`config.mk`:
```
export PLATFORM = sky130hd
export DESIGN_NAME = i2c_register_read_sequencer_core
export DESIGN_NICKNAME = d
export VERILOG_FILES = /design/src/design/i2crs_pkg.sv /design/src/design/i2crs_fsm.sv /design/src/design/i2c_register_read_sequencer_core.sv
export VERILOG_INCLUDE_DIRS = /design/src /design/src/design
export SDC_FILE = /design/constraint.sdc
export NUM_CORES = 1
export LEC_CHECK = 0
export BUFFER_PORTS_ARGS = -buffer_cell sky130_fd_sc_hd__buf_2
export CAP_MARGIN = 20
export CORE_MARGIN = 5
export CORE_UTILIZATION = 55
export DETAILED_ROUTE_END_ITERATION = 10
export HOLD_SLACK_MARGIN = 0.03
export PLACE_DENSITY = 0.87
export SLEW_MARGIN = 20
export SYNTH_ARGS = -nofsm -noshare
export SYNTH_HDL_FRONTEND = slang
export SYNTH_SLANG_ARGS = --single-unit
```
`constraint.sdc`:
```
create_clock -name clk_i -period 2.7 [get_ports clk_i]
set_clock_uncertainty 0.2 [all_clocks]
set_input_delay 0 -clock clk_i [delete_from_list [all_inputs] [get_ports clk_i]]
set_output_delay 0 -clock clk_i [all_outputs]
set_load 0.02 [all_outputs]
```
`src/design/i2c_register_read_sequencer_core_assert.svh`:
```
// Assertion macros for the I2C register-read sequencer.
`ifndef I2C_REGISTER_READ_SEQUENCER_CORE_ASSERT_SVH
`define I2C_REGISTER_READ_SEQUENCER_CORE_ASSERT_SVH

// Same-cycle implication, sampled on clk_i, off during reset.
`define I2CRS_ASSERT_NOW(label, ante, cons) \
  label: assert property (@(posedge clk_i) disable iff (!rst_ni) (ante) |-> (cons)) \
    else $error("i2crs assertion failed");

// Next-cycle implication, sampled on clk_i, off during reset.
`define I2CRS_ASSERT_NEXT(label, ante, cons) \
  label: assert property (@(posedge clk_i) disable iff (!rst_ni) (ante) |=> (cons)) \
    else $error("i2crs assertion failed");

`endif

```
`src/design/i2crs_pkg.sv`:
```
// Types and constants shared by the I2C register-read sequencer.
package i2crs_pkg;

  localparam int unsigned ByteBits = 8;

  localparam logic KindPoll  = 1'b0;
  localparam logic KindStart = 1'b1;

  typedef enum logic [9:0] {
    PH_IDLE    = 10'b00_0000_0001,
    PH_W_START = 10'b00_0000_0010,
    PH_W_ADDR  = 10'b00_0000_0100,
    PH_W_DATA  = 10'b00_0000_1000,
    PH_W_STOP  = 10'b00_0001_0000,
    PH_R_START = 10'b00_0010_0000,
    PH_R_ADDR  = 10'b00_0100_0000,
    PH_R_BYTE1 = 10'b00_1000_0000,
    PH_R_BYTE2 = 10'b01_0000_0000,
    PH_R_STOP  = 10'b10_0000_0000
  } phase_e;

  typedef enum logic [1:0] {
    ACK_KEEP    = 2'd0,
    ACK_ENABLE  = 2'd1,
    ACK_DISABLE = 2'd2
  } ack_ctrl_e;

  typedef struct packed {
    logic                start_seen;
    logic                address_acked;
    logic                ack_failed;
    logic                byte_sent;
    logic                byte_received;
    logic                bus_busy;
    logic [ByteBits-1:0] received_byte;
  } status_t;

  typedef struct packed {
    logic                kind;
    logic [6:0]          target_address;
    logic [ByteBits-1:0] register_pointer;
    status_t             status;
  } item_t;

  typedef struct packed {
    logic                  issue_start;
    logic                  send_address;
    logic [ByteBits-1:0]   address_byte;
    logic                  send_data;
    logic [ByteBits-1:0]   data_byte;
    logic                  issue_stop;
    ack_ctrl_e             ack_control;
    logic                  clear_ack_failure;
    logic                  done_res;
    logic                  error;
    logic [2*ByteBits-1:0] read_value;
    logic                  in_progress;
  } result_t;

endpackage

```
`src/design/i2crs_fsm.sv`:
```
// Sequencer state and command decode for one transaction per cycle while step_i is high.
module i2crs_fsm (
  input  logic              clk_i,
  input  logic              rst_ni,
  input  logic              step_i,
  input  i2crs_pkg::item_t  item_i,
  output i2crs_pkg::result_t result_o
);

  i2crs_pkg::phase_e phase_q, phase_d;
  logic [6:0]                      addr_q, addr_d;
  logic [i2crs_pkg::ByteBits-1:0]  ptr_q, ptr_d;
  logic [2*i2crs_pkg::ByteBits-1:0] value_q, value_d;
  logic                            err_q, err_d;
  i2crs_pkg::status_t              st;

  assign st = item_i.status;

  always_comb begin
    phase_d  = phase_q;
    addr_d   = addr_q;
    ptr_d    = ptr_q;
    value_d  = value_q;
    err_d    = err_q;
    result_o = '0;
    result_o.ack_control = i2crs_pkg::ACK_KEEP;
    if (item_i.kind == i2crs_pkg::KindStart) begin
      addr_d  = item_i.target_address;
      ptr_d   = item_i.register_pointer;
      err_d   = 1'b0;
      phase_d = i2crs_pkg::PH_W_START;
      result_o.issue_start = 1'b1;
    end else begin
      unique case (phase_q)
        i2crs_pkg::PH_W_START: begin
          if (st.start_seen) begin
            result_o.send_address = 1'b1;
            result_o.address_byte = {addr_q, 1'b0};
            phase_d = i2crs_pkg::PH_W_ADDR;
          end
        end
        i2crs_pkg::PH_W_ADDR: begin
          if (st.address_acked) begin
            result_o.send_data = 1'b1;
            result_o.data_byte = ptr_q;
            phase_d = i2crs_pkg::PH_W_DATA;
          end else if (st.ack_failed) begin
            result_o.clear_ack_failure = 1'b1;
            err_d   = 1'b1;
            phase_d = i2crs_pkg::PH_IDLE;
          end
        end
        i2crs_pkg::PH_W_DATA: begin
          if (st.byte_sent) begin
            result_o.issue_stop = 1'b1;
            phase_d = i2crs_pkg::PH_W_STOP;
          end else if (st.ack_failed) begin
            result_o.clear_ack_failure = 1'b1;
            err_d   = 1'b1;
            phase_d = i2crs_pkg::PH_IDLE;
          end
        end
        i2crs_pkg::PH_W_STOP: begin
          if (!st.bus_busy) begin
            result_o.issue_start = 1'b1;
            phase_d = i2crs_pkg::PH_R_START;
          end
        end
        i2crs_pkg::PH_R_START: begin
          if (st.start_seen) begin
            result_o.send_address = 1'b1;
            result_o.address_byte = {addr_q, 1'b1};
            result_o.ack_control  = i2crs_pkg::ACK_ENABLE;
            phase_d = i2crs_pkg::PH_R_ADDR;
          end
        end
        i2crs_pkg::PH_R_ADDR: begin
          if (st.address_acked) begin
            phase_d = i2crs_pkg::PH_R_BYTE1;
          end else if (st.ack_failed) begin
            result_o.clear_ack_failure = 1'b1;
            err_d   = 1'b1;
            phase_d = i2crs_pkg::PH_IDLE;
          end
        end
        i2crs_pkg::PH_R_BYTE1: begin
          if (st.byte_received) begin
            value_d = {{i2crs_pkg::ByteBits{1'b0}}, st.received_byte};
            result_o.ack_control = i2crs_pkg::ACK_DISABLE;
            result_o.issue_stop  = 1'b1;
            phase_d = i2crs_pkg::PH_R_BYTE2;
          end
        end
        i2crs_pkg::PH_R_BYTE2: begin
          if (st.byte_received) begin
            value_d = {value_q[i2crs_pkg::ByteBits-1:0], st.received_byte};
            phase_d = i2crs_pkg::PH_R_STOP;
          end
        end
        i2crs_pkg::PH_R_STOP: begin
          if (!st.bus_busy) begin
            result_o.done_res = 1'b1;
            phase_d = i2crs_pkg::PH_IDLE;
          end
        end
        default: begin
          phase_d = i2crs_pkg::PH_IDLE;
        end
      endcase
    end
    result_o.error       = err_d;
    result_o.read_value  = value_d;
    result_o.in_progress = (phase_d != i2crs_pkg::PH_IDLE);
  end

  always_ff @(posedge clk_i or negedge rst_ni) begin
    if (!rst_ni) begin
      phase_q <= i2crs_pkg::PH_IDLE;
      addr_q  <= '0;
      ptr_q   <= '0;
      value_q <= '0;
      err_q   <= 1'b0;
    end else if (step_i) begin
      phase_q <= phase_d;
      addr_q  <= addr_d;
      ptr_q   <= ptr_d;
      value_q <= value_d;
      err_q   <= err_d;
    end
  end

endmodule

```
`src/design/i2c_register_read_sequencer_core.sv`:
```
// I2C register-read sequencer: reads one 16-bit device register, one transaction per status poll,
// taking one transaction per clock unless a held result stalls it (out_ready_i low); the input
// register and the result register each hold one transaction, and the phase register updates
// as a transaction moves from the first to the second.
module i2c_register_read_sequencer_core (
  input  logic        clk_i,
  input  logic        rst_ni,
  input  logic        in_valid_i,
  output logic        in_ready_o,
  input  logic        kind_i,
  input  logic [6:0]  target_address_i,
  input  logic [7:0]  register_pointer_i,
  input  logic        start_seen_i,
  input  logic        address_acked_i,
  input  logic        ack_failed_i,
  input  logic        byte_sent_i,
  input  logic        byte_received_i,
  input  logic        bus_busy_i,
  input  logic [7:0]  received_byte_i,
  output logic        out_valid_o,
  input  logic        out_ready_i,
  output logic        issue_start_o,
  output logic        send_address_o,
  output logic [7:0]  address_byte_o,
  output logic        send_data_o,
  output logic [7:0]  data_byte_o,
  output logic        issue_stop_o,
  output logic [1:0]  ack_control_o,
  output logic        clear_ack_failure_o,
  output logic        done_res_o,
  output logic        error_o,
  output logic [15:0] read_value_o,
  output logic        in_progress_o
);

  `include "i2c_register_read_sequencer_core_assert.svh"

  logic                 in_valid_q, in_valid_d;
  i2crs_pkg::item_t     in_item_q;
  logic                 out_valid_q, out_valid_d;
  i2crs_pkg::result_t   out_res_q, res;
  logic                 advance, step, in_fire;

  assign advance    = !out_valid_q || out_ready_i;
  assign step       = in_valid_q && advance;
  assign in_ready_o = !in_valid_q || advance;
  assign in_fire    = in_valid_i && in_ready_o;

  assign in_valid_d  = in_fire ? 1'b1 : (step ? 1'b0 : in_valid_q);
  assign out_valid_d = step ? 1'b1 : (out_ready_i ? 1'b0 : out_valid_q);

  always_ff @(posedge clk_i or negedge rst_ni) begin
    if (!rst_ni) begin
      in_valid_q  <= 1'b0;
      out_valid_q <= 1'b0;
    end else begin
      in_valid_q  <= in_valid_d;
      out_valid_q <= out_valid_d;
    end
  end

  always_ff @(posedge clk_i) begin
    if (in_fire) begin
      in_item_q.kind                 <= kind_i;
      in_item_q.target_address       <= target_address_i;
      in_item_q.register_pointer     <= register_pointer_i;
      in_item_q.status.start_seen    <= start_seen_i;
      in_item_q.status.address_acked <= address_acked_i;
      in_item_q.status.ack_failed    <= ack_failed_i;
      in_item_q.status.byte_sent     <= byte_sent_i;
      in_item_q.status.byte_received <= byte_received_i;
      in_item_q.status.bus_busy      <= bus_busy_i;
      in_item_q.status.received_byte <= received_byte_i;
    end
    if (step) begin
      out_res_q <= res;
    end
  end

  i2crs_fsm u_fsm (
    .clk_i    (clk_i),
    .rst_ni   (rst_ni),
    .step_i   (step),
    .item_i   (in_item_q),
    .result_o (res)
  );

  assign out_valid_o         = out_valid_q;
  assign issue_start_o       = out_res_q.issue_start;
  assign send_address_o      = out_res_q.send_address;
  assign address_byte_o      = out_res_q.address_byte;
  assign send_data_o         = out_res_q.send_data;
  assign data_byte_o         = out_res_q.data_byte;
  assign issue_stop_o        = out_res_q.issue_stop;
  assign ack_control_o       = out_res_q.ack_control;
  assign clear_ack_failure_o = out_res_q.clear_ack_failure;
  assign done_res_o          = out_res_q.done_res;
  assign error_o             = out_res_q.error;
  assign read_value_o        = out_res_q.read_value;
  assign in_progress_o       = out_res_q.in_progress;

  `I2CRS_ASSERT_NEXT(a_step_gives_result, step, out_valid_q)
  `I2CRS_ASSERT_NEXT(a_start_clears_error, step && (in_item_q.kind == i2crs_pkg::KindStart),
                     out_res_q.issue_start && !out_res_q.error && out_res_q.in_progress)
  `I2CRS_ASSERT_NOW(a_done_ends_read, out_valid_q && out_res_q.done_res,
                    !out_res_q.in_progress)
  `I2CRS_ASSERT_NOW(a_ackfail_sets_error, out_valid_q && out_res_q.clear_ack_failure,
                    out_res_q.error && !out_res_q.in_progress)

endmodule
```
==> results_dict.tcl <==
set metrics [dict create \
    status "finished, final reports clean" \
    setup_violations 0 \
    whs_endpoint "out_valid_o" \
    hold_viol_final 0 \
    netlist_area_um2 4670 \
    initial_core_util 0.565 \
    wl_per_cell_um 20.6 \
    cts_buffers 17 \
    fin_ws_ns 0.0798 \
    yosysWarnings 0 \
    worstSetupEndpointType "register" \
    power_leakage_nw 2.69 \
    cp_slowest_stage_delay_ns 0.55 \
    hp-start "out_ready_i" \
    syn_avg_cell_area_um2 15.6 \
    vias 3314 \
    timing.hold.ws_ns 0.199 \
    async_flop_share 0.383 \
    die-area_um2 10400 \
    finalSetupTns_ns 0 \
    critPathBufInv 0 \
    nFillCells 427 \
    crit_type "register to register" \
    die_w_um 102 \
    grt_max_degree 37 \
    hold_path_class "input pin to register" \
    globalplace.congestion 0.907 \
    holdPathStages 4 \
    crit_path_start_kind "register" \
    rsz0062_at_grt "false" \
    top_level_ports 78 \
    worst_pin_slew_ns 0.862 \
    synthXorXnorAreaFrac 0.00563 \
    yosys.area_share.adder 0 \
    synth_compound_area_frac 0.0872 \
    synth_mux_area_frac 0.0780 \
    cpLargestDelayFamily "simple AND/OR/NAND/NOR gates" \
    grt.total_usage 0.251 \
    ant_nets 0 \
    drive_gt1_frac 0.343 \
    postCtsSetupBuffers 0 \
    ys_types 46 \
    crit_slowest_cell "dfrtp_1" \
    nets 491 \
    r2r-end "in_progress_o" \
    fin_util 0.773 \
    r2r-start "u_fsm.phase_q[7]" \
    yosys_most_used_dff "edfxtp_1" \
    synth-edff-count 71 \
    vdd_drop_max_mv 0.562 \
    regToRegSetupSlack_ns 0.08 \
    ff2ff_path_depth 5 \
    htreeDepth 4 \
    antenna_found_initial 0 \
    min_period_ns 2.62 \
    area_delta_synth_final_pct 36.9 \
    io_buffer_count 77 \
    synth_top_family_by_area "simple AND/OR/NAND/NOR gates" \
    route.detailed.drc 0 \
    path_max_fanout 11 \
    cts_num_sinks 115 \
    max_slew_margin 0.425 \
    slew_viol_final 0 \
    overflow 0 \
    die_h_um 102 \
    grt_pass1_vias 3495 \
    cp_cell_sequence "nor4_4 > nand3_1 > a31oi_1 > a211oi_1 > or2_2" \
    dpl_worst_slack_ns 0.191 \
    antenna-diode-count 0 \
    critical_path_required_ns 2.76 \
    synth_nets 333 \
    drt_iter0_drc 384 \
    num_rows 33 \
    fmax_ghz 0.382 \
    worstPathArrival_ns 2.68 \
    maxCapViolCount 0 \
    fin_crit_sh 0.970 \
    vias_per_cell 5.76 \
    netlist_instances 299 \
    wirelength_um 11900 \
    grt_pass1_wl_um 19200 \
    core_area_um2 8260 \
    synth_seq_cells 115 \
    clk_pin_slew_worst_paths_ns 0.06 \
    clockBufferDepth 2 \
    cts_root_buf "clkbuf_8" \
    cts_tree "done" \
    synth-simple-area-share 0.110 \
    cellPowerDensity_nw_per_um2 745 \
    yosysSeqAreaShare 0.693 \
    hpwl_um 5830 \
    insertion_delay_ns 0.51 \
    dr.pass1.iters 5 \
]
-- synthesized netlist by cell type (2+ instances only) --
cell,number,area share
edfxtp_1,71,0.46
buf_2,5,0.0054
xnor2_1,2,0.0038
nand2b_1,3,0.0040
nand3_1,6,0.0064
and2_1,19,0.025
buf_6,4,0.0097
a31oi_1,2,0.0027
nor3_1,4,0.0043
inv_2,2,0.0016
nor3_4,2,0.0070
o21ai_0,7,0.0075
nor2_1,13,0.010
nand2_1,10,0.0080
nor4b_1,4,0.0075
o31ai_1,2,0.0032
nand2b_4,2,0.0059
a21oi_1,7,0.0075
a22o_1,22,0.041
nand4_1,3,0.0040
nand3_2,2,0.0043
nor2b_1,2,0.0027
nand4b_1,3,0.0056
dfrtp_1,43,0.23
o22ai_1,3,0.0040
clkbuf_1,2,0.0016
mux2_4,4,0.013
buf_4,2,0.0032
mux2_2,27,0.065
inv_1,5,0.0040
-- final cells by class --
| type | instances | area [um2] | share of cell area |
|---|---|---|---|
| Inverter | 7 | 26.3 | 0.00411 |
| Multi-Input combinational cell | 164 | 1320 | 0.207 |
| Clock inverter | 12 | 134 | 0.0210 |
| Timing Repair Buffer | 152 | 1120 | 0.175 |
| Sequential cell | 115 | 3230 | 0.506 |
| Clock buffer | 20 | 425 | 0.0666 |
| Tap cell | 105 | 131 | 0.0206 |
-- worst min-delay path, cell delays in order --
cell,delay (ns)
dlygate4sd3_1,0.54
buf_2,0.13
nand2b_1,0.13
nand2b_1,0.07
-- worst max-delay path by stage --
stage                      from  cells past startpoint         endpoint  slack [ns]
3_3_place_gp   u_fsm.phase_q[7]                      5    in_progress_o        0.22
2_1_floorplan       out_valid_o                      6  u_fsm.addr_q[0]        0.27
3_5_place_dp   u_fsm.phase_q[7]                      5    in_progress_o        0.19
5_1_grt        u_fsm.phase_q[7]                      5    in_progress_o     0.00005
6_report       u_fsm.phase_q[7]                      5    in_progress_o        0.08
4_1_cts        u_fsm.phase_q[7]                      5    in_progress_o        0.14
-- placed cells by master, fill, tap and decap left out, drive strengths merged, types with 4 or more instances in the layout --
cell | synthesis | final
a21oi | 7 | 7
a22o | 22 | 22
and2 | 19 | 19
buf | 11 | 85
clkbuf | 2 | 20
clkinv | 0 | 7
dfrtp | 43 | 43
dlygate4sd3 | 0 | 67
edfxtp | 71 | 71
inv | 7 | 8
mux2 | 31 | 31
nand2 | 10 | 10
nand2b | 5 | 5
nand3 | 8 | 8
nand4 | 4 | 4
nor2 | 14 | 14
nor3 | 6 | 6
nor4b | 4 | 4
o21ai | 7 | 7
-- cell families after synthesis --
| logic type | count (synthesis) |
|---|---|
| AND/OR/NAND/NOR | 79 |
| flip-flops | 115 |
| AO/OA/AOI/OAI | 51 |
| multiplexers | 31 |
| buffers and inverters | 20 |
| XOR/XNOR | 3 |
-- report_power, final --
| group | internal, mW | switching, mW |
|---|---|---|
| registers | 2.03 | 0.0910 |
| clock network | 1.31 | 0.821 |
| logic | 0.217 | 0.289 |
-- repair_timing --
action | 4_1_cts | 5_1_grt
gates resized for setup | 0 | 1
hold endpoints to repair | 113 | 0
setup endpoints to repair | 0 | 1
hold buffers | 67 | 0
-- registers in the layout (all words and copies together) (netlist names), 7 cells and up --
name,count
data_byte_o,8
u_fsm.value_q,16
read_value_o,16
u_fsm.phase_q,10
in_item_q,30
address_byte_o,8
u_fsm.addr_q,7
u_fsm.ptr_q,8
-- routing by layer --
metal | global-route usage | vias up | wire length [um]
li1 | - | 1452 | -
met1 | 0.311 | 1606 | 4320
met2 | 0.410 | 223 | 5980
met3 | 0.0792 | 33 | 1230
met4 | 0.106 | 0 | 325
met5 | 0 | - | 0
-- through the flow --
stage	instance area, um2	power (mW)	std cells
5_1_grt	6390	4.91	575
4_1_cts	6380	4.71	575
2_1_floorplan	4670	2.37	299
3_5_place_dp	5150	2.53	476
3_3_place_gp	5150	2.52	476
6_report	6390	4.76	575
Note: power is estimated with default switching activity, not from simulation.
